## config.mk

```make
export PLATFORM = sky130hd
export DESIGN_NAME = walas_deg_store
export DESIGN_NICKNAME = d
export VERILOG_FILES = /design/src/hdl/walas_deg_store.sv
export SDC_FILE = /design/constraint.sdc
export NUM_CORES = 1
export LEC_CHECK = 0
export ABC_AREA = 1
export BUFFER_PORTS_ARGS = -buffer_cell sky130_fd_sc_hd__clkbuf_2
export CAP_MARGIN = 25
export CORE_UTILIZATION = 59
export CTS_BUF_LIST = sky130_fd_sc_hd__clkbuf_2
export DETAILED_ROUTE_END_ITERATION = 10
export MAX_ROUTING_LAYER = met4
export PLACE_DENSITY_LB_ADDON = 0.08
export REMOVE_ABC_BUFFERS = 1
export SLEW_MARGIN = 20
export SYNTH_ARGS = -nofsm -noshare
export SYNTH_HDL_FRONTEND = slang
export SYNTH_SLANG_ARGS = --single-unit
```

## constraint.sdc

```tcl
create_clock -name clk -period 8.7 [get_ports clk]
set_input_delay 0.87 -clock clk [delete_from_list [all_inputs] [get_ports clk]]
set_output_delay 0.87 -clock clk [all_outputs]
set_load 0.005 [all_outputs]
```

## src/hdl/walas_deg_store.sv

```systemverilog
// walas_deg_store: per-vertex degree memory, one read and one write port,
// with a zeroing sweep after reset. Standalone; no package use.
`timescale 1ns / 1ps

module walas_deg_store #(
  parameter int NUM_VERTICES = 256,
  parameter int MAX_DEGREE   = 16
) (
  input  logic                              clk,
  input  logic                              rst,
  input  logic [$clog2(NUM_VERTICES)-1:0]   rd_addr,
  output logic [$clog2(MAX_DEGREE+1)-1:0]   rd_data,
  input  logic                              wr_en,
  input  logic [$clog2(NUM_VERTICES)-1:0]   wr_addr,
  input  logic [$clog2(MAX_DEGREE+1)-1:0]   wr_data,
  output logic                              clearing
);

  localparam int VW = $clog2(NUM_VERTICES);
  localparam int DW = $clog2(MAX_DEGREE + 1);

  logic [DW-1:0] mem [NUM_VERTICES];
  logic [VW-1:0] clr_addr;

  // Zeroing sweep, one entry a cycle
  always_ff @(posedge clk) begin
    if (rst) begin
      clearing <= 1'b1;
      clr_addr <= '0;
    end else if (clearing) begin
      if (clr_addr == VW'(NUM_VERTICES - 1)) begin
        clearing <= 1'b0;
      end else begin
        clr_addr <= clr_addr + VW'(1);
      end
    end
  end

  // Memory: sweep has the write port while clearing
  always_ff @(posedge clk) begin
    if (clearing) begin
      mem[clr_addr] <= '0;
    end else if (wr_en) begin
      mem[wr_addr] <= wr_data;
    end
    rd_data <= mem[rd_addr];
  end

endmodule

```

==> results.yml <==
synth:
  ys.flop_type: "edfxtp_1"
  synth_cells: 4640
  yosys.area.top_type_share_pct: 71.9
  synth_top_area_cell: "edfxtp_1"
  ys_async_sr_fraction_pct: 0
  avgSynthCellArea_um2: 11.5
  synth_most_common_cell: "nand2_1"
  netlist_top_cells_count: "nand2_1, edfxtp_1, nand3_1, nor2_1, buf_2"
  synth_top_cells_by_area: "edfxtp_1, nand3_1, nand2_1"
  yosysWarnings: 0
  ys_ff_latch: 1294
  netlist_area_um2: 53400
  ys_seq_area_share_pct: 72.5
  synth_edf_count: 1280
  synth_cell_types: 27
route:
  drc_errors: 0
  vias: 35828
  routed_wl_um: 137000
  viasPerCell: 5.85
  wire_per_inst_um: 22.3
  first_pass_iters: 5
  drtAntennaViolNets: 0
  drtIter0Drc: 4020
timing:
  fmax_ghz: 0.266
  finClkSkew_ps: 111
  period_share_pct: 43.3
  finalCriticalPeriod_ps: 3760
  slew-limit-headroom_pct: 2.85
  hold_slack_ps: 176
  tns_ps: 0
  tightest_slew_ps: 1460
  setup_violations: 0
  grt_setup_unrepaired: "false"
  final_max_slew_viol_count: 0
  hold_violations: 0
setup_path:
  path_class: "input pin to register"
  start_kind: "input pin"
  critPathCaptureType: "register"
  crit_required_ps: 10110
  crit_fanout: 70
  cp_data_arrival_time_ps: 5180
power_and_ir_drop:
  ir_worst_vdd_uv: 116
  switching_share_pct: 25.0
  seq_power_share_pct: 60.0
  p_sw_w: 0.00282
  p_int_w: 0.00843
  power.leakage_nw: 20.1
  power.density_nw_per_um2: 198
  combPwrFrac_pct: 6.0
  clock_power_share_pct: 34.0
cts:
  clk_latency_ps: 1520
  cts_setup_buffers: 0
  cts_buffers: 335
  cts_num_sinks: 1294
  cts-htree-levels: 5
  ctsResizeCount: 0
  cts.path.max_buffers: 4
  cts-root-buf: "clkbuf_2"
  cts.clk_slew.worst_paths_ps: 100
  cts_tree: "yes"
floorplan:
  top_level_ports: 30
  fp.dieW_um: 303
  rows: 109
  die_h_um: 303
  die-area_um2: 91800
  core_area_um2: 89100
  initial_core_util_pct: 60.0
grt:
  grt_pass1_vias: 35326
  antenna_found_initial: 7
  overflow: 0
  grt_pass1_wl_um: 206000
  grt_max_degree: 254
  grt.total_usage_pct: 31.4
final_layout:
  fillers: 7147
  drive_above_1_share_pct: 12.5
  nNetsFinal: 4776
  utilization_pct: 63.9
  areaGrowthSynthToFinish_pct: 6.44
hold_path:
  hold_path_class: "input pin to register"
flow_run:
  cap_viol_max_count: 0
run_status:
  status: "completed"
place:
  hpwl_um: 72700
  port_buffers: 29
  gp_congestion: 0.895
layout by cell type (no fill, tap or decap):
master | synthesis | routed
nor3_1 | 5 | 5
buf_4 | 30 | 38
clkinv_2 | 0 | 8
edfxtp_1 | 1280 | 1280
nor2_4 | 5 | 10
inv_8 | 0 | 2
clkinv_1 | 2 | 56
diode_2 | 0 | 2
clkbuf_2 | 0 | 502
buf_12 | 0 | 8
nor2_2 | 2 | 2
nand2_1 | 1406 | 1403
inv_6 | 0 | 1
nor2_1 | 289 | 284
o21ai_2 | 5 | 5
a21oi_1 | 6 | 6
a21oi_2 | 1 | 1
buf_8 | 0 | 2
dfxtp_1 | 14 | 14
o21ai_4 | 3 | 3
nand2_2 | 12 | 15
buf_6 | 3 | 1
inv_1 | 47 | 46
nand3_2 | 1 | 1
inv_2 | 10 | 12
dlygate4sd3_1 | 0 | 10
nor3_4 | 1 | 1
nand3_1 | 1230 | 1230
bufinv_16 | 0 | 2
nand2_4 | 1 | 1
o21ai_0 | 5 | 5
buf_16 | 0 | 3
a31oi_1 | 1 | 1
ha_1 | 1 | 1
layer usage:
layer | GRT usage (%) | wire [um] | share of wire, %
met5 | - | 0 | 0
met4 | 12.8 | 4280 | 3.1
met3 | 6.55 | 12800 | 9.4
met2 | 47.8 | 64300 | 47
met1 | 41.5 | 55300 | 40
what timing repair did:
action | 4_1_cts | 5_1_grt
hold buffers | 10 | 0
setup endpoints to repair | 0 | 0
endpoints found under the hold margin | 93 | 0
worst paths after layout:
path | to | startpoint | slack, ps | cells past startpoint
setup reg to reg | mem[41][1]$_DFFE_PP_ | clearing$_SDFF_PP1_ | 5440 | 10
setup / recovery | rd_data[3]$_DFF_P_ | rd_addr[1] | 4940 | 14
hold / removal | mem[190][2]$_DFFE_PP_ | wr_data[2] | 180 | 4
hold reg to reg | clr_addr[7]$_SDFFE_PP0P_ | clr_addr[7]$_SDFFE_PP0P_ | 480 | 2
worst max-delay path, stage by stage:
cell,delay [ps]
buf_8,400
buf_4,720
buf_4,720
nand3_1,180
nand3_1,160
nand3_1,80
nand3_1,200
nand2_1,130
nand2_1,80
nand3_1,140
nand3_1,90
dlygate4sd3_1,550
nand2_1,40
dlygate4sd3_1,560
metrics by stage:
| stage | instances | area (um2) | power, W | setup WS, ps |
|---|---|---|---|---|
| floorplan | 4327 | 51800 | 0.00730 | 347 |
| finish | 6126 | 56900 | 0.0112 | 4940 |
| detailed placement | 5566 | 54000 | 0.00755 | 4290 |
| CTS | 6121 | 56800 | 0.0113 | 5090 |
| global placement | 5566 | 54000 | 0.00755 | 4300 |
| global route | 6126 | 56900 | 0.0117 | 4910 |
final cells by class:
type	instances	area [um2]	share of cell area, %
diodes	2	5.00	0.00880
well taps	1165	1460	2.56
repair buffers	87	795	1.40
inverters	59	243	0.427
clock inverters	68	317	0.557
multi-input cells	2974	12900	22.8
flip-flops and latches	1294	38700	68.1
clock buffers	477	2390	4.20
flip-flops by register name, summed over array words and instances (netlist names):
register	flops
clearing	1
clr_addr	8
mem	1280
rd_data	5
power by group through the flow:
| stage | clock [W] | sequential, W | combinational, W |
|---|---|---|---|
| finish | 0.00382 | 0.00675 | 0.000675 |
| global route | 0.00419 | 0.00675 | 0.000736 |
| CTS | 0.00390 | 0.00675 | 0.000665 |
| detailed placement | 0 | 0.00690 | 0.000658 |
| global placement | 0 | 0.00690 | 0.000653 |
| floorplan | 0 | 0.00689 | 0.000414 |
cells by family (layout without fill, tap and decap cells):
| group | count (synthesis) | in the layout | synth area share [%] |
|---|---|---|---|
| AOI/OAI and AO/OA | 21 | 21 | 0.304 |
| other | 0 | 2 | 0 |
| DFF | 1294 | 1294 | 72.5 |
| and+or+nand+nor | 2952 | 2952 | 23.8 |
| adders and majority gates | 1 | 1 | 0.0234 |
| buffers and inverters | 372 | 691 | 3.38 |
(Power assumes the default switching activity.)
