--- src/hdl/walas_pkg.sv ---
// walas_pkg: shared field widths, command and status codes for the
// weighted adjacency list store. No dependencies.
`timescale 1ns / 1ps

package walas_pkg;

  // Fixed widths of the channel fields
  localparam int CMD_W       = 2;
  localparam int VERTEX_W    = 8;
  localparam int WEIGHT_IN_W = 16;
  localparam int STATUS_W    = 2;
  localparam int DEG_OUT_W   = 5;
  localparam int CFG_W       = 9;

  // vertex_count after reset
  localparam logic [CFG_W-1:0] VCOUNT_RESET = 9'd256;

  typedef enum logic [CMD_W-1:0] {
    CMD_ADD    = 2'd0,
    CMD_DELETE = 2'd1,
    CMD_CHANGE = 2'd2,
    CMD_UNUSED = 2'd3
  } cmd_t;

  typedef enum logic [STATUS_W-1:0] {
    ST_DONE    = 2'd0,
    ST_RANGE   = 2'd1,
    ST_FULL    = 2'd2,
    ST_MISSING = 2'd3
  } status_t;

endpackage

--- src/hdl/walas_if.sv ---
// walas_if: valid/ready channel interfaces for commands and results.
// Depends on walas_pkg for field widths.
`timescale 1ns / 1ps

interface walas_cmd_if;
  logic                             valid;
  logic                             ready;
  logic [walas_pkg::CMD_W-1:0]       command;
  logic [walas_pkg::VERTEX_W-1:0]    vertex_a;
  logic [walas_pkg::VERTEX_W-1:0]    vertex_b;
  logic [walas_pkg::WEIGHT_IN_W-1:0] edge_weight;

  modport source (output valid, command, vertex_a, vertex_b, edge_weight, input ready);
  modport sink   (input valid, command, vertex_a, vertex_b, edge_weight, output ready);
endinterface

interface walas_res_if;
  logic                            valid;
  logic                            ready;
  logic [walas_pkg::STATUS_W-1:0]  status;
  logic [walas_pkg::DEG_OUT_W-1:0] degree_a;
  logic [walas_pkg::DEG_OUT_W-1:0] degree_b;

  modport source (output valid, status, degree_a, degree_b, input ready);
  modport sink   (input valid, status, degree_a, degree_b, output ready);
endinterface

--- src/hdl/walas_seq.sv ---
// walas_seq: command sequencer. Reads both degrees; unless refused, works
// each end of the edge in turn (append, search/rewrite, search/swap-remove)
// and registers the result. Depends on walas_pkg and walas_if.
`timescale 1ns / 1ps

module walas_seq #(
  parameter int NUM_VERTICES = 256,
  parameter int MAX_DEGREE   = 16,
  parameter int WEIGHT_BITS  = 16
) (
  input  logic                                clk,
  input  logic                                rst,
  walas_cmd_if.sink                           cmd,
  walas_res_if.source                         res,
  input  logic                                a_ok,
  input  logic                                b_ok,
  input  logic                                clearing,
  output logic [$clog2(NUM_VERTICES)-1:0]     deg_rd_addr,
  input  logic [$clog2(MAX_DEGREE+1)-1:0]     deg_rd_data,
  output logic                                deg_wr_en,
  output logic [$clog2(NUM_VERTICES)-1:0]     deg_wr_addr,
  output logic [$clog2(MAX_DEGREE+1)-1:0]     deg_wr_data,
  output logic [$clog2(NUM_VERTICES)-1:0]     list_rd_vtx,
  output logic [$clog2(MAX_DEGREE)-1:0]       list_rd_idx,
  input  logic [walas_pkg::VERTEX_W-1:0]      list_rd_nb,
  input  logic [WEIGHT_BITS-1:0]              list_rd_w,
  output logic                                list_wr_en,
  output logic [$clog2(NUM_VERTICES)-1:0]     list_wr_vtx,
  output logic [$clog2(MAX_DEGREE)-1:0]       list_wr_idx,
  output logic [walas_pkg::VERTEX_W-1:0]      list_wr_nb,
  output logic [WEIGHT_BITS-1:0]              list_wr_w
);

  localparam int VW  = $clog2(NUM_VERTICES);
  localparam int DW  = $clog2(MAX_DEGREE + 1);
  localparam int DW1 = DW + 1;
  localparam int IW  = $clog2(MAX_DEGREE);
  localparam int XW  = walas_pkg::VERTEX_W;

  typedef enum logic [3:0] {
    S_IDLE,
    S_RDB,
    S_DECIDE,
    S_SIDE,
    S_APPEND,
    S_SCAN,
    S_MOVE,
    S_WDEG,
    S_DONE
  } state_t;

  state_t              state;
  walas_pkg::cmd_t     cmd_q;
  walas_pkg::status_t  status;
  logic [XW-1:0]       a_q;
  logic [XW-1:0]       b_q;
  logic [WEIGHT_BITS-1:0] w_q;
  logic                a_ok_q;
  logic                b_ok_q;
  logic                same;
  logic                side;
  logic [DW-1:0]       deg_a;
  logic [DW-1:0]       deg_b;
  logic [DW-1:0]       idx;
  logic [IW-1:0]       rd_idx;
  logic [IW-1:0]       pos;
  logic                pend;
  logic                res_valid;
  logic [walas_pkg::STATUS_W-1:0]  res_status;
  logic [walas_pkg::DEG_OUT_W-1:0] res_deg_a;
  logic [walas_pkg::DEG_OUT_W-1:0] res_deg_b;

  logic [VW-1:0]       a_v;
  logic [VW-1:0]       b_v;
  logic [VW-1:0]       cur_v;
  logic [XW-1:0]       cur_nb;
  logic [DW-1:0]       cur_d;
  logic [DW-1:0]       last;
  logic                hit;
  logic                scan_more;
  logic                room;
  logic [DW-1:0]       fin_a;

  assign cmd.ready    = (state == S_IDLE) && !clearing;
  assign res.valid    = res_valid;
  assign res.status   = res_status;
  assign res.degree_a = res_deg_a;
  assign res.degree_b = res_deg_b;

  // Current end of the edge being worked
  always_comb begin
    a_v       = VW'(a_q);
    b_v       = VW'(b_q);
    cur_v     = side ? b_v : a_v;
    cur_nb    = side ? a_q : b_q;
    cur_d     = side ? deg_b : deg_a;
    last      = cur_d - DW'(1);
    hit       = pend && (list_rd_nb == cur_nb);
    scan_more = idx < cur_d;
    fin_a     = same ? deg_b : deg_a;
    // deg_b arrives on the read port in S_DECIDE
    if (same) begin
      room = (DW1'(deg_a) + DW1'(2)) <= DW1'(MAX_DEGREE);
    end else begin
      room = (deg_a < DW'(MAX_DEGREE)) && (deg_rd_data < DW'(MAX_DEGREE));
    end
  end

  // Memory port control
  always_comb begin
    deg_rd_addr = (state == S_IDLE) ? VW'(cmd.vertex_a) : b_v;
    deg_wr_en   = (state == S_WDEG);
    deg_wr_addr = cur_v;
    deg_wr_data = cur_d;

    list_rd_vtx = cur_v;
    list_rd_idx = (state == S_SCAN && hit) ? last[IW-1:0] : idx[IW-1:0];

    list_wr_en  = (state == S_APPEND) || (state == S_MOVE) ||
                  (state == S_SCAN && hit && cmd_q == walas_pkg::CMD_CHANGE);
    list_wr_vtx = cur_v;
    list_wr_nb  = cur_nb;
    list_wr_w   = w_q;
    case (state)
      S_APPEND: list_wr_idx = cur_d[IW-1:0];
      S_MOVE: begin
        list_wr_idx = pos;
        list_wr_nb  = list_rd_nb;
        list_wr_w   = list_rd_w;
      end
      default:  list_wr_idx = rd_idx;
    endcase
  end

  // Sequencer and result register
  always_ff @(posedge clk) begin
    if (rst) begin
      state     <= S_IDLE;
      res_valid <= 1'b0;
    end else begin
      // Result register: loaded from S_DONE, cleared once taken
      if (state == S_DONE && (!res_valid || res.ready)) begin
        res_valid <= 1'b1;
      end else if (res.ready) begin
        res_valid <= 1'b0;
      end
      case (state)
        S_IDLE: begin
          if (cmd.valid && cmd.ready) begin
            cmd_q  <= walas_pkg::cmd_t'(cmd.command);
            a_q    <= cmd.vertex_a;
            b_q    <= cmd.vertex_b;
            w_q    <= WEIGHT_BITS'(cmd.edge_weight);
            a_ok_q <= a_ok;
            b_ok_q <= b_ok;
            same   <= (cmd.vertex_a == cmd.vertex_b);
            status <= walas_pkg::ST_DONE;
            side   <= 1'b0;
            state  <= S_RDB;
          end
        end
        S_RDB: begin
          deg_a <= deg_rd_data;
          state <= S_DECIDE;
        end
        S_DECIDE: begin
          deg_b <= deg_rd_data;
          if (!(a_ok_q && b_ok_q)) begin
            status <= walas_pkg::ST_RANGE;
            state  <= S_DONE;
          end else begin
            case (cmd_q)
              walas_pkg::CMD_ADD: begin
                if (room) begin
                  state <= S_SIDE;
                end else begin
                  status <= walas_pkg::ST_FULL;
                  state  <= S_DONE;
                end
              end
              walas_pkg::CMD_DELETE, walas_pkg::CMD_CHANGE: state <= S_SIDE;
              default: state <= S_DONE;
            endcase
          end
        end
        S_SIDE: begin
          idx  <= '0;
          pend <= 1'b0;
          // a self-loop's second end sees the first end's update
          if (side && same) begin
            deg_b <= deg_a;
          end
          state <= (cmd_q == walas_pkg::CMD_ADD) ? S_APPEND : S_SCAN;
        end
        S_APPEND: begin
          if (side) begin
            deg_b <= deg_b + DW'(1);
          end else begin
            deg_a <= deg_a + DW'(1);
          end
          state <= S_WDEG;
        end
        S_SCAN: begin
          // reads run one ahead of the compare
          if (hit) begin
            pos   <= rd_idx;
            state <= (cmd_q == walas_pkg::CMD_DELETE) ? S_MOVE : S_WDEG;
          end else if (scan_more) begin
            rd_idx <= idx[IW-1:0];
            idx    <= idx + DW'(1);
            pend   <= 1'b1;
          end else begin
            status <= walas_pkg::ST_MISSING;
            state  <= S_WDEG;
          end
        end
        S_MOVE: begin
          if (side) begin
            deg_b <= last;
          end else begin
            deg_a <= last;
          end
          state <= S_WDEG;
        end
        S_WDEG: begin
          if (!side) begin
            side  <= 1'b1;
            state <= S_SIDE;
          end else begin
            state <= S_DONE;
          end
        end
        S_DONE: begin
          if (!res_valid || res.ready) begin
            res_status <= status;
            res_deg_a  <= a_ok_q ? walas_pkg::DEG_OUT_W'(fin_a) : '0;
            res_deg_b  <= b_ok_q ? walas_pkg::DEG_OUT_W'(deg_b) : '0;
            state      <= S_IDLE;
          end
        end
        default: state <= S_IDLE;
      endcase
    end
  end

endmodule

--- src/flat_wrapper.sv ---
// flat-port wrapper written by rule: the top's interface ports become plain ports
module walas_seq_flat 
#(
  parameter int NUM_VERTICES = 256,
  parameter int MAX_DEGREE   = 16,
  parameter int WEIGHT_BITS  = 16
)
  (clk, rst, a_ok, b_ok, clearing, deg_rd_addr, deg_rd_data, deg_wr_en, deg_wr_addr, deg_wr_data, list_rd_vtx, list_rd_idx, list_rd_nb, list_rd_w, list_wr_en, list_wr_vtx, list_wr_idx, list_wr_nb, list_wr_w, cmd_valid, cmd_command, cmd_vertex_a, cmd_vertex_b, cmd_edge_weight, cmd_ready, res_valid, res_status, res_degree_a, res_degree_b, res_ready);
  walas_cmd_if cmd_i ();
  walas_res_if res_i ();
  input  logic clk;
  input  logic rst;
  input  logic a_ok;
  input  logic b_ok;
  input  logic clearing;
  output logic [$clog2(NUM_VERTICES)-1:0] deg_rd_addr;
  input  logic [$clog2(MAX_DEGREE+1)-1:0] deg_rd_data;
  output logic deg_wr_en;
  output logic [$clog2(NUM_VERTICES)-1:0] deg_wr_addr;
  output logic [$clog2(MAX_DEGREE+1)-1:0] deg_wr_data;
  output logic [$clog2(NUM_VERTICES)-1:0] list_rd_vtx;
  output logic [$clog2(MAX_DEGREE)-1:0] list_rd_idx;
  input  logic [walas_pkg::VERTEX_W-1:0] list_rd_nb;
  input  logic [WEIGHT_BITS-1:0] list_rd_w;
  output logic list_wr_en;
  output logic [$clog2(NUM_VERTICES)-1:0] list_wr_vtx;
  output logic [$clog2(MAX_DEGREE)-1:0] list_wr_idx;
  output logic [walas_pkg::VERTEX_W-1:0] list_wr_nb;
  output logic [WEIGHT_BITS-1:0] list_wr_w;
  input wire logic [$bits(cmd_i.valid)-1:0] cmd_valid;
  input wire logic [$bits(cmd_i.command)-1:0] cmd_command;
  input wire logic [$bits(cmd_i.vertex_a)-1:0] cmd_vertex_a;
  input wire logic [$bits(cmd_i.vertex_b)-1:0] cmd_vertex_b;
  input wire logic [$bits(cmd_i.edge_weight)-1:0] cmd_edge_weight;
  output wire logic [$bits(cmd_i.ready)-1:0] cmd_ready;
  output wire logic [$bits(res_i.valid)-1:0] res_valid;
  output wire logic [$bits(res_i.status)-1:0] res_status;
  output wire logic [$bits(res_i.degree_a)-1:0] res_degree_a;
  output wire logic [$bits(res_i.degree_b)-1:0] res_degree_b;
  input wire logic [$bits(res_i.ready)-1:0] res_ready;
  assign cmd_i.valid = cmd_valid;
  assign cmd_i.command = cmd_command;
  assign cmd_i.vertex_a = cmd_vertex_a;
  assign cmd_i.vertex_b = cmd_vertex_b;
  assign cmd_i.edge_weight = cmd_edge_weight;
  assign cmd_ready = cmd_i.ready;
  assign res_valid = res_i.valid;
  assign res_status = res_i.status;
  assign res_degree_a = res_i.degree_a;
  assign res_degree_b = res_i.degree_b;
  assign res_i.ready = res_ready;
  walas_seq #(.NUM_VERTICES(NUM_VERTICES), .MAX_DEGREE(MAX_DEGREE), .WEIGHT_BITS(WEIGHT_BITS)) u_core (.clk(clk), .rst(rst), .cmd(cmd_i), .res(res_i), .a_ok(a_ok), .b_ok(b_ok), .clearing(clearing), .deg_rd_addr(deg_rd_addr), .deg_rd_data(deg_rd_data), .deg_wr_en(deg_wr_en), .deg_wr_addr(deg_wr_addr), .deg_wr_data(deg_wr_data), .list_rd_vtx(list_rd_vtx), .list_rd_idx(list_rd_idx), .list_rd_nb(list_rd_nb), .list_rd_w(list_rd_w), .list_wr_en(list_wr_en), .list_wr_vtx(list_wr_vtx), .list_wr_idx(list_wr_idx), .list_wr_nb(list_wr_nb), .list_wr_w(list_wr_w));
endmodule
--- config.mk ---
export PLATFORM = sky130hd
export DESIGN_NAME = walas_seq_flat
export DESIGN_NICKNAME = d
export VERILOG_FILES = /design/src/hdl/walas_pkg.sv /design/src/hdl/walas_if.sv /design/src/hdl/walas_seq.sv /design/src/flat_wrapper.sv
export SDC_FILE = /design/constraint.sdc
export NUM_CORES = 1
export LEC_CHECK = 0
export BUFFER_PORTS_ARGS = -buffer_cell sky130_fd_sc_hd__buf_2
export CORE_ASPECT_RATIO = 0.8
export CORE_MARGIN = 2
export CORE_UTILIZATION = 46
export CTS_CLUSTER_SIZE = 25
export DETAILED_ROUTE_END_ITERATION = 7
export GPL_TIMING_DRIVEN = 0
export PLACE_DENSITY = 0.76
export SLEW_MARGIN = 20
export SYNTH_ARGS = -nofsm -noshare
export SYNTH_HDL_FRONTEND = slang
export SYNTH_SLANG_ARGS = --single-unit
--- constraint.sdc ---
create_clock -name clk -period 2.5 [get_ports clk]
set_clock_uncertainty 0.05 [all_clocks]
set_input_delay 0.25 -clock clk [delete_from_list [all_inputs] [get_ports clk]]
set_output_delay 0.25 -clock clk [all_outputs]
set_load 0.1 [all_outputs]
==> metrics.yaml, run 1 <==
clock_tree:
  worstSkewPairLatency_ns: 0.34
  cts.path.max_buffers: 2
  numCtsBuffers: 9
  clk_transition_reported_paths_ns: 0.06
  htreeDepth: 3
  ctsRootBufferMaster: "clkbuf_16"
  cts_sinks: 81
  tritoncts: "done"
  ctsHoldBuffers: 0
layout:
  syn2layout_area_growth_pct: 40.5
  drive_above_1_share: 0.444
  n_antenna_cell: 0
  nFillCells: 775
  final_nets: 673
  utilization: 0.658
synthesis:
  synthArstFlopShare: 0
  yosys_warnings: 0
  synth-seq-area-share: 0.501
  synth_seq_cells: 81
  postSynthCellCount: 412
  synthesis.nets: 497
  synth_area_um2: 4750
  synthDistinctLibCells: 56
  yosysTopAreaCell: "edfxtp_1"
  synth.area.top_cells: "edfxtp_1 48%, mux2_1 8.1%, ha_1 3.9%"
  avgSynthCellArea_um2: 11.5
  synth_top_area_frac: 0.480
  synthFlopType: "edfxtp_1"
  synth_edf_count: 76
sta:
  max_freq_mhz: 359
  finalSetupViolations: 17
  worst_pin_slew_ns: 0.892
  final_hold_viol_count: 0
  min_period_ns: 2.78
  rsz0062_at_grt: "yes"
  setup_ws_ns: -0.283
  setup-tns-final_ns: -2.30
  fin_crit_sh: 1.11
  slew_headroom: 0.403
  drv_slew: 0
drt:
  met1Wirelength_um: 5540
  wl_met2_um: 5880
  first_pass_iters: 5
  met3WireLength_um: 812
  highest_layer: "met4"
  vias: 3801
  finalWirelength_um: 12400
  drt-initial-drc-count: 209
  postRouteAntennaNets: 0
  post_drt_wl_per_cell_um: 16.9
  drcViolationCount: 0
  via_per_inst: 5.19
placement:
  hpwlAfterDp_um: 8800
  gp_congestion: 0.901
  io_buffers: 153
floorplanning:
  io_pins: 155
  die-width_um: 118
  fp-row-count: 33
  start_util: 0.468
  design.core.area_um2: 10200
  die_area_um2: 11200
  die_h_um: 94.9
pwr:
  power_density_nw_per_um2: 588
  switching_power_uw: 1310
  p_total_uw: 3930
  seqPwrFrac: 0.397
  power_frac_clock: 0.334
  p_comb_frac: 0.270
  peakVddDrop_mv: 0.462
  p_leak_uw: 0.00278
  switching_share: 0.333
  internal-power_uw: 2620
grt:
  grt_pass1_vias: 3754
  grt_overflow: 0
  gr-usage-all-layers: 0.222
  grt_antenna_before_repair: 0
  grt_max_degree: 39
  grt_pass1_wl_um: 19300
worst_setup_path:
  worstPathArrival_ns: 2.48
  crit_type: "reg2out"
  worstPathMaxFanout: 8
  start_kind: "register"
  cp.required_ns: 2.20
  worstSetupEndpointType: "output port"
hold_path:
  holdCritPathClass: "in2reg"
run:
  drv_cap: 0
status:
  outcome: "complete, but fails checks"
  failed_checks: "negative setup slack"
flip-flops by register name, summed over array words and instances, names as in the netlist, 2 cells and up:
signal	count
u_core.b_q	8
u_core.deg_b	5
u_core.deg_a	5
u_core.res.degree_a	5
u_core.res.status	2
u_core.status	2
u_core.w_q	16
u_core.cmd_q	2
u_core.a_q	8
u_core.idx	5
u_core.rd_idx	4
u_core.res.degree_b	5
u_core.pos	4
u_core.state	4
kinds of logic (layout without fill, tap and decap cells):
family / Yosys count / after routing / synth area share
AOI/OAI and AO/OA: 61 / 61 / 0.0800
xor gates and xnor gates: 30 / 30 / 0.0553
adders and majority gates: 15 / 15 / 0.0395
buffers and inverters: 54 / 235 / 0.0597
DFF: 81 / 81 / 0.501
muxes: 56 / 56 / 0.130
and+or+nand+nor: 115 / 115 / 0.134
critical path: stages, from the launching register on:
cell,delay [ns]
edfxtp_1,0.41
buf_8,0.18
buf_12,0.14
mux2i_4,0.19
xnor2_2,0.17
nor4_4,0.25
nand4_4,0.26
mux2_2,0.35
buf_6,0.19
per-layer routing:
metal  up-vias  GRT usage
met2       148      0.369
met4         0     0.0582
li1       1834          -
met1      1807      0.291
met3        12     0.0586
met5         -          0
layout by cell type, fill, tap and decap left out, types with 15 or more instances in the layout:
| cell | netlist | final |
|---|---|---|
| a21oi_1 | 26 | 23 |
| buf_2 | 5 | 121 |
| buf_4 | 16 | 38 |
| buf_6 | 2 | 22 |
| edfxtp_1 | 76 | 76 |
| mux2_1 | 34 | 32 |
| nand2_1 | 22 | 20 |
| nand3_1 | 16 | 15 |
| nor2_1 | 32 | 28 |
| xnor2_1 | 21 | 19 |
cell usage after synthesis, drive strengths merged, types with 3 or more instances:
master  instances
edfxtp         76
and3            3
xor2            9
o21ai          15
nand3b          6
nor2           32
nand2b          6
dfxtp           5
inv            16
nor2b           8
and2            7
mux2           35
nand4           4
buf            26
xnor2          21
clkbuf         12
nand3          16
nor4b           4
mux2i          21
ha             15
a21oi          26
nand2          22
cell type report:
class	instances	area, um^2	area share
flip-flops and latches	81	2380	0.357
multi-input cells	277	2380	0.356
repair buffers	166	1110	0.166
plain buffers	37	278	0.0416
clock buffers	11	243	0.0363
well taps	140	175	0.0262
inverters	16	60.1	0.00899
clock inverters	5	55.1	0.00824
through the flow:
stage,hold slack [ns],std cells,setup slack [ns],instance area [um^2]
2_1_floorplan,0.299,412,-0.535,4820
3_3_place_gp,0.358,705,-0.388,5760
3_5_place_dp,0.357,705,-0.384,5760
4_1_cts,0.0277,729,-0.325,6440
5_1_grt,0.0254,733,-0.349,6680
6_report,0.0347,733,-0.283,6680
power by group through the flow:
stage / logic, uW / registers (uW) / clock network (uW)
2_1_floorplan: 767 / 1590 / 0
3_3_place_gp: 957 / 1580 / 0
3_5_place_dp: 967 / 1580 / 0
4_1_cts: 1020 / 1550 / 1340
5_1_grt: 1100 / 1560 / 1390
6_report: 1060 / 1560 / 1310
path summary, 6_finish.rpt:
kind	from	end	slack, ns	cells past startpoint
max	u_core.side	list_rd_idx[0]	-0.28	8
min	cmd_command[0]	u_core.cmd_q[0]	0.03	1
max reg2reg	u_core.side	u_core.status[0]	-0.14	9
min reg2reg	u_core.status[0]	u_core.res.status[0]	0.37	0
what timing repair did:
action | in CTS | in global routing
gates cloned | 1 | 0
pin swaps | 8 | 8
endpoints found under the hold margin | 0 | 0
setup buffers | 8 | 4
resized for setup | 73 | 70
endpoints found under the setup margin | 77 | 68
No activity file was read; power rests on OpenSTA's default activity.
==> inputs of run 2 (changes only) <==
--- a/config.mk
+++ b/config.mk
@@ -5,6 +5,7 @@
 export SDC_FILE = /design/constraint.sdc
 export NUM_CORES = 1
 export LEC_CHECK = 0
+export ABC_AREA = 1
 export BUFFER_PORTS_ARGS = -buffer_cell sky130_fd_sc_hd__buf_2
 export CORE_ASPECT_RATIO = 0.8
 export CORE_MARGIN = 2
@@ -12,7 +13,7 @@
 export CTS_CLUSTER_SIZE = 25
 export DETAILED_ROUTE_END_ITERATION = 7
 export GPL_TIMING_DRIVEN = 0
-export PLACE_DENSITY = 0.76
+export PLACE_DENSITY = 0.77
 export SLEW_MARGIN = 20
 export SYNTH_ARGS = -nofsm -noshare
 export SYNTH_HDL_FRONTEND = slang
==> metrics.yaml, run 2 <==
status:
  outcome: "complete, but fails checks"
  failed_checks: "negative setup slack"
floorplanning:
  die_h_um: 94.6  # -0.32%
  io_pins: 155  # unchanged
  design.core.area_um2: 10100  # -0.41%
  fp-row-count: 33  # unchanged
  start_util: 0.467  # -0.00118
  die_area_um2: 11100  # -0.63%
  die-width_um: 117  # -0.32%
sta:
  max_freq_mhz: 386  # +7.3%
  worst_pin_slew_ns: 0.864  # -0.0277 ns
  fin_crit_sh: 1.04  # -0.0762
  setup_ws_ns: -0.0931  # +0.190 ns
  final_hold_viol_count: 0  # unchanged
  min_period_ns: 2.59  # -0.190 ns
  slew_headroom: 0.421  # +0.0175
  rsz0062_at_grt: "yes"
  drv_slew: 0  # unchanged
  finalSetupViolations: 14  # -3
pwr:
  peakVddDrop_mv: 0.500  # +8.1%
  power_density_nw_per_um2: 606  # +3.1%
  p_total_uw: 4040  # +3.0%
  p_leak_uw: 0.00309  # +11%
layout:
  drive_above_1_share: 0.408  # -0.0357
  n_antenna_cell: 0  # unchanged
  syn2layout_area_growth_pct: 41.2
  nFillCells: 774  # -0.13%
  final_cell_mix: "158 x nand2_1, 116 x buf_2, 76 x edfxtp_1, 63 x buf_4, 58 x inv_1"
  final_nets: 823  # +22%
  top_register: "u_core.w_q"
  largest_reg_flops: 16  # unchanged
  final_common_cell: "nand2_1"
  reg_top3: "u_core.w_q (16), u_core.a_q (8), u_core.b_q (8)"
grt:
  busiest_layer: "met2"
  grt_overflow: 0  # unchanged
  use_met1: 0.310  # +0.0193
  grt_pass1_vias: 4301  # +15%
  gr-usage-all-layers: 0.248  # +0.0261
  grt_max_degree: 20  # -49%
  grt_antenna_before_repair: 0  # unchanged
  use_met3: 0.0693  # +0.0107
  grt_pass1_wl_um: 21100  # +9.1%
  use_met2: 0.411  # +0.0427
clock_tree:
  ctsHoldBuffers: 0  # unchanged
  cts_sinks: 81  # unchanged
  htreeDepth: 3  # unchanged
  ctsRootBufferMaster: "clkbuf_16"
  worstSkewPairLatency_ns: 0.34  # about the same
  numCtsBuffers: 9  # unchanged
  cts.path.max_buffers: 2  # unchanged
  clk_transition_reported_paths_ns: 0.06  # about the same
  tritoncts: "done"
synthesis:
  synth.area.top_cells: "edfxtp_1 48%, nand2_1 14%, inv_1 5.2%"
  ys_top_cells_by_count: "171 x nand2_1, 76 x edfxtp_1, 65 x inv_1"
  synthFlopType: "edfxtp_1"
  synth_top_area_frac: 0.483  # +0.00318
  avgSynthCellArea_um2: 8.57  # -26%
  synthDistinctLibCells: 37  # -34%
  postSynthCellCount: 551  # +34%
  yosysMostFrequentCell: "nand2_1"
  yosys_warnings: 0  # unchanged
  yosysTopAreaCell: "edfxtp_1"
  synthesis.nets: 636  # +28%
  synth_area_um2: 4720  # -0.66%
  synth_edf_count: 76  # unchanged
  synth_seq_cells: 81  # unchanged
  synth-seq-area-share: 0.504  # +0.00332
  synthArstFlopShare: 0  # unchanged
worst_setup_path:
  reg2reg_from: "u_core.side"
  path_buf_inv: 3  # unchanged
  cpMostUsedCell: "nand2_1"
  crit_type: "reg2out"
  start_kind: "register"
  cp_slowest_cell: "edfxtp_1"
  worstPathArrival_ns: 2.29  # -0.19 ns
  reg2reg_slack_ns: -0.08  # +0.06 ns
  r2r_cells: 11  # +2
  reg2reg_to: "u_core.status[0]"
  cp.required_ns: 2.20  # about the same
  worstPathMaxFanout: 8  # unchanged
  path_cells: "inv_2 -> buf_6 -> nand2_1 -> nand3_1 -> nand2_1 -> nor2_1 -> nand3_2 -> nor2_4 -> nand2_4 -> mux2_4 -> buf_12"
  critPathTopFamily: "simple AND/OR/NAND/NOR gates"
  slowest_delay_ns: 0.44  # +0.03 ns
  worstSetupEndpointType: "output port"
  cp-startpoint: "u_core.side"
drt:
  post_drt_wl_per_cell_um: 15.8  # -6.1%
  drt-initial-drc-count: 312  # +49%
  drcViolationCount: 0  # unchanged
  postRouteAntennaNets: 0  # unchanged
  via_per_inst: 5.23  # +0.92%
  vias: 4621  # +22%
  first_pass_iters: 5  # unchanged
  finalWirelength_um: 14000  # +13%
hold_path:
  hold_path_end: "u_core.w_q[9]"
  worstHoldPathCells: 1  # unchanged
  min_from: "cmd_edge_weight[9]"
  holdCritPathClass: "in2reg"
placement:
  place_ws_ns: -0.449  # -0.0648 ns
  gp_congestion: 0.921  # +2.3%
  io_buffers: 154  # +0.65%
  hpwlAfterDp_um: 9950  # +13%
run:
  drv_cap: 0  # unchanged
## run 2: changes by cell type after synthesis, moves of 6 or more
cell      delta
a21oi_1     -11
and2_1       -7
inv_1       +53
mux2_1      -34
mux2i_1     -17
nand2_1    +149
nand2b_1     -6
nand3_1     +14
nand3b_1     -6
nor2b_1      -8
o21ai_0     +43
o21ai_1     -11
xnor2_1     -11
## run 2: worst max path at each step
stage	endpoint	slack, ns	cells past startpoint
4_1_cts	list_rd_idx[3]	-0.12	10
6_report	list_rd_idx[3]	-0.09	11
3_3_place_gp	u_core.status[0]	-0.39	9
3_5_place_dp	u_core.status[1]	-0.45	9
5_1_grt	list_rd_idx[3]	-0.17	11
2_1_floorplan	deg_rd_addr[0]	-0.64	5
## run 2: area by class of cell
class,count,area [um^2],share of cell area
clock buffers,10,229,0.0343
inverters,68,255,0.0383
well taps,140,175,0.0263
plain buffers,30,220,0.0330
multi-input cells,373,2220,0.333
repair buffers,175,1130,0.169
flip-flops and latches,81,2380,0.357
clock inverters,6,60.1,0.00900
## run 2: through the flow
stage | util | hold slack (ns) | cell area [um^2] | setup TNS, ns | cells
2_1_floorplan | - | 0.299 | 4890 | -7.56 | 551
3_3_place_gp | 0.577 | 0.363 | 5830 | -7.79 | 845
3_5_place_dp | 0.577 | 0.367 | 5840 | -13.04 | 845
4_1_cts | 0.636 | 0.0222 | 6430 | -0.449 | 870
5_1_grt | 0.659 | 0.0240 | 6670 | -1.79 | 883
6_report | 0.659 | 0.0375 | 6670 | -0.702 | 883
## run 2: worst register-to-register path, stage by stage, from the launching register on
cell and delay [ns]:
edfxtp_1 0.44, buf_4 0.18, buf_6 0.14, buf_8 0.15, nand2_2 0.10, o21ai_4 0.08
ha_4 0.28, nand2_1 0.07, o21a_1 0.21, nand3_2 0.10, o311ai_1 0.13, a211oi_2 0.34
## run 2: metal layers
layer / part of all wire / up-vias
li1: - / 2184
met1: 0.40 / 2162
met2: 0.50 / 250
met3: 0.087 / 25
met4: 0.017 / 0
met5: 0 / -
## run 2: what timing repair did
item / CTS / global route
setup buffers: 8 / 12
pin swaps: 7 / 10
gates resized for setup: 75 / 42
endpoints found under the setup margin: 104 / 61
gates cloned: 1 / 1
## run 2: kinds of logic (layout without fill, tap and decap cells)
logic type / count (synthesis) / in the layout / share of synthesized area
simple gates: 259 / 260 / 0.228
buf+inv: 98 / 289 / 0.0956
fa+ha+maj: 15 / 15 / 0.0397
flops: 81 / 81 / 0.504
compound gates: 82 / 82 / 0.101
xor+xnor: 15 / 15 / 0.0278
mux: 1 / 1 / 0.00318
## run 2: power breakdown
part | total, uW | switching (uW) | internal [uW]
clock network | 1280 | 516 | 768
registers | 1570 | 37.7 | 1540
logic | 1190 | 914 | 273
==> inputs of run 3 (changes only) <==
--- a/config.mk
+++ b/config.mk
@@ -13,7 +13,7 @@
 export CTS_CLUSTER_SIZE = 25
 export DETAILED_ROUTE_END_ITERATION = 7
 export GPL_TIMING_DRIVEN = 0
-export PLACE_DENSITY = 0.77
+export PLACE_DENSITY_LB_ADDON = 0.08
 export SLEW_MARGIN = 20
 export SYNTH_ARGS = -nofsm -noshare
 export SYNTH_HDL_FRONTEND = slang
==> metrics.yaml, run 3 (synthesis gave the netlist of run 2 again) <==
status:
  outcome: "complete, but fails checks"
  failed_checks: "negative setup slack"
drt:
  vias: 4354  # -5.8%
  met1Wirelength_um: 6150  # +9.7%
  via_per_inst: 4.92  # -6.0%
  first_pass_iters: 6  # +1
  highest_layer: "met4"
  postRouteAntennaNets: 0  # unchanged
  drt-initial-drc-count: 314  # +0.64%
  wl_met2_um: 6190  # -11%
  finalWirelength_um: 13200  # -5.2%
  post_drt_wl_per_cell_um: 15.0  # -5.4%
  met3WireLength_um: 780  # -35%
  drcViolationCount: 0  # unchanged
worst_setup_path:
  slowest_delay_ns: 0.44  # about the same
  reg2reg_from: "u_core.side"
  r2r_cells: 14  # +3
  critPathTopFamily: "simple AND/OR/NAND/NOR gates"
  cp_slowest_cell: "edfxtp_1"
  cp.required_ns: 2.20  # about the same
  reg2reg_to: "u_core.status[0]"
  cp.depth: 10  # -1
  start_kind: "register"
  crit_type: "reg2out"
  worstPathArrival_ns: 2.32  # +0.03 ns
  reg2reg_slack_ns: -0.12  # -0.04 ns
  path_buf_inv: 3  # unchanged
  path_cells: "inv_2 -> buf_6 -> nand2_2 -> nand2_2 -> xor2_2 -> nand3_2 -> nor2_4 -> nand2_4 -> mux2_4 -> buf_12"
  worstPathMaxFanout: 5  # -3
  worstSetupEndpointType: "output port"
  cpMostUsedCell: "nand2_2"
  crit_end: "list_rd_idx[3]"
  cp-startpoint: "u_core.side"
pwr:
  power_frac_clock: 0.318  # about the same
  p_total_uw: 4050  # +0.24%
  internal-power_uw: 2580  # +0.32%
  power_density_nw_per_um2: 601  # -0.82%
  switching_power_uw: 1470  # +0.11%
  peakVddDrop_mv: 0.463  # -7.2%
  seqPwrFrac: 0.387  # -0.002
  switching_share: 0.362  # -0.000485
  p_leak_uw: 0.00313  # +1.2%
  p_comb_frac: 0.294  # about the same
sta:
  max_freq_mhz: 381  # -1.2%
  worst_pin_slew_ns: 0.880  # +0.0157 ns
  rsz0062_at_grt: "yes"
  setup_ws_ns: -0.124  # -0.0307 ns
  drv_slew: 0  # unchanged
  setup-tns-final_ns: -1.15  # -0.445 ns
  min_period_ns: 2.62  # +0.0307 ns
  slew_headroom: 0.414  # -0.00732
  final_hold_viol_count: 0  # unchanged
  finalSetupViolations: 15  # +1
  fin_crit_sh: 1.05  # +0.0123
grt:
  grt_max_degree: 20  # unchanged
  grt_pass1_wl_um: 20000  # -4.9%
  gr-usage-all-layers: 0.240  # -0.00769
  grt_antenna_before_repair: 0  # unchanged
  grt_pass1_vias: 3962  # -7.9%
  grt_overflow: 0  # unchanged
clock_tree:
  ctsRootBufferMaster: "clkbuf_16"
  numCtsBuffers: 9  # unchanged
  cts_sinks: 81  # unchanged
  ctsHoldBuffers: 0  # unchanged
  tritoncts: "done"
  cts.path.max_buffers: 2  # unchanged
  worstSkewPairLatency_ns: 0.34  # about the same
  htreeDepth: 3  # unchanged
  clk_transition_reported_paths_ns: 0.06  # about the same
layout:
  reg_top3: "u_core.w_q (16), u_core.a_q (8), u_core.b_q (8)"
  n_antenna_cell: 0  # unchanged
  final_nets: 825  # +0.24%
  top_register: "u_core.w_q"
  largest_reg_flops: 16  # unchanged
  final_cell_mix: "156 x nand2_1, 123 x buf_2, 76 x edfxtp_1, 59 x inv_1, 48 x buf_4"
  utilization: 0.667  # +0.00705
  final_cells: 885  # +0.23%
  final_common_cell: "nand2_1"
  syn2layout_area_growth_pct: 42.8
  drive_above_1_share: 0.413  # +0.00562
placement:
  io_buffers: 154  # unchanged
  place_ws_ns: -0.460  # -0.0116 ns
  hpwlAfterDp_um: 9490  # -4.6%
  gp_congestion: 0.891  # -3.3%
  placed_cells: 845  # unchanged
floorplanning:
  die_h_um: 94.6  # unchanged
  design.core.area_um2: 10100  # unchanged
  start_util: 0.467  # unchanged
  die_area_um2: 11100  # unchanged
  io_pins: 155  # unchanged
  die-width_um: 117  # unchanged
  fp-row-count: 33  # unchanged
hold_path:
  holdCritPathClass: "in2reg"
run:
  drv_cap: 0  # unchanged
[run 3: cell types whose count changed in the layout (fill, tap and decap cells not counted), sizes merged]
cell and delta:
buf -3, clkbuf +4, nand2 +1
[run 3: metrics by stage]
step	hold slack [ns]	instance area, um^2
after floorplan	0.299	4890
after global placement	0.358	5830
after detailed placement	0.355	5840
after CTS	0.0298	6470
after global routing	0.0293	6740
final	0.0371	6740
[run 3: final cells by class]
type / count / area [um^2]
clock buffer: 10 / 229
inverter: 68 / 258
buffer: 30 / 223
clock inverter: 6 / 60.1
multi-input combinational: 374 / 2260
sequential: 81 / 2380
tap: 140 / 175
timing repair buffer: 176 / 1160
fill: 859 / 3370
[run 3: worst min-delay path by stage]
| stage | startpoint | slack, ns | end | cells after the start |
|---|---|---|---|---|
| after detailed placement | u_core.status[1] | 0.36 | u_core.res.status[1] | 0 |
| after global placement | u_core.status[1] | 0.36 | u_core.res.status[1] | 0 |
| final | cmd_edge_weight[12] | 0.04 | u_core.w_q[12] | 1 |
| after CTS | cmd_edge_weight[12] | 0.03 | u_core.w_q[12] | 1 |
| after global routing | cmd_edge_weight[1] | 0.03 | u_core.w_q[1] | 1 |
| after floorplan | a_ok | 0.30 | u_core.a_ok_q | 0 |
[run 3: timing repair]
action / in CTS / in global routing
buffers inserted: 11 / 9
endpoints found under the setup margin: 102 / 58
gates resized for setup: 73 / 53
pin swaps: 10 / 9
gates cloned: 4 / 0
[run 3: power groups by stage]
stage	Sequential, uW	Combinational (uW)	Clock [uW]
2_1_floorplan	1600	872	0
4_1_cts	1570	1140	1310
3_3_place_gp	1590	1090	0
5_1_grt	1580	1260	1360
6_report	1570	1190	1290
3_5_place_dp	1590	1090	0
[run 3: routing by layer]
| metal | vias to the layer above | global-route usage |
|---|---|---|
| li1 | 2191 | - |
| met1 | 2005 | 0.336 |
| met2 | 146 | 0.383 |
| met3 | 12 | 0.0526 |
| met4 | 0 | 0.0549 |
| met5 | - | 0 |
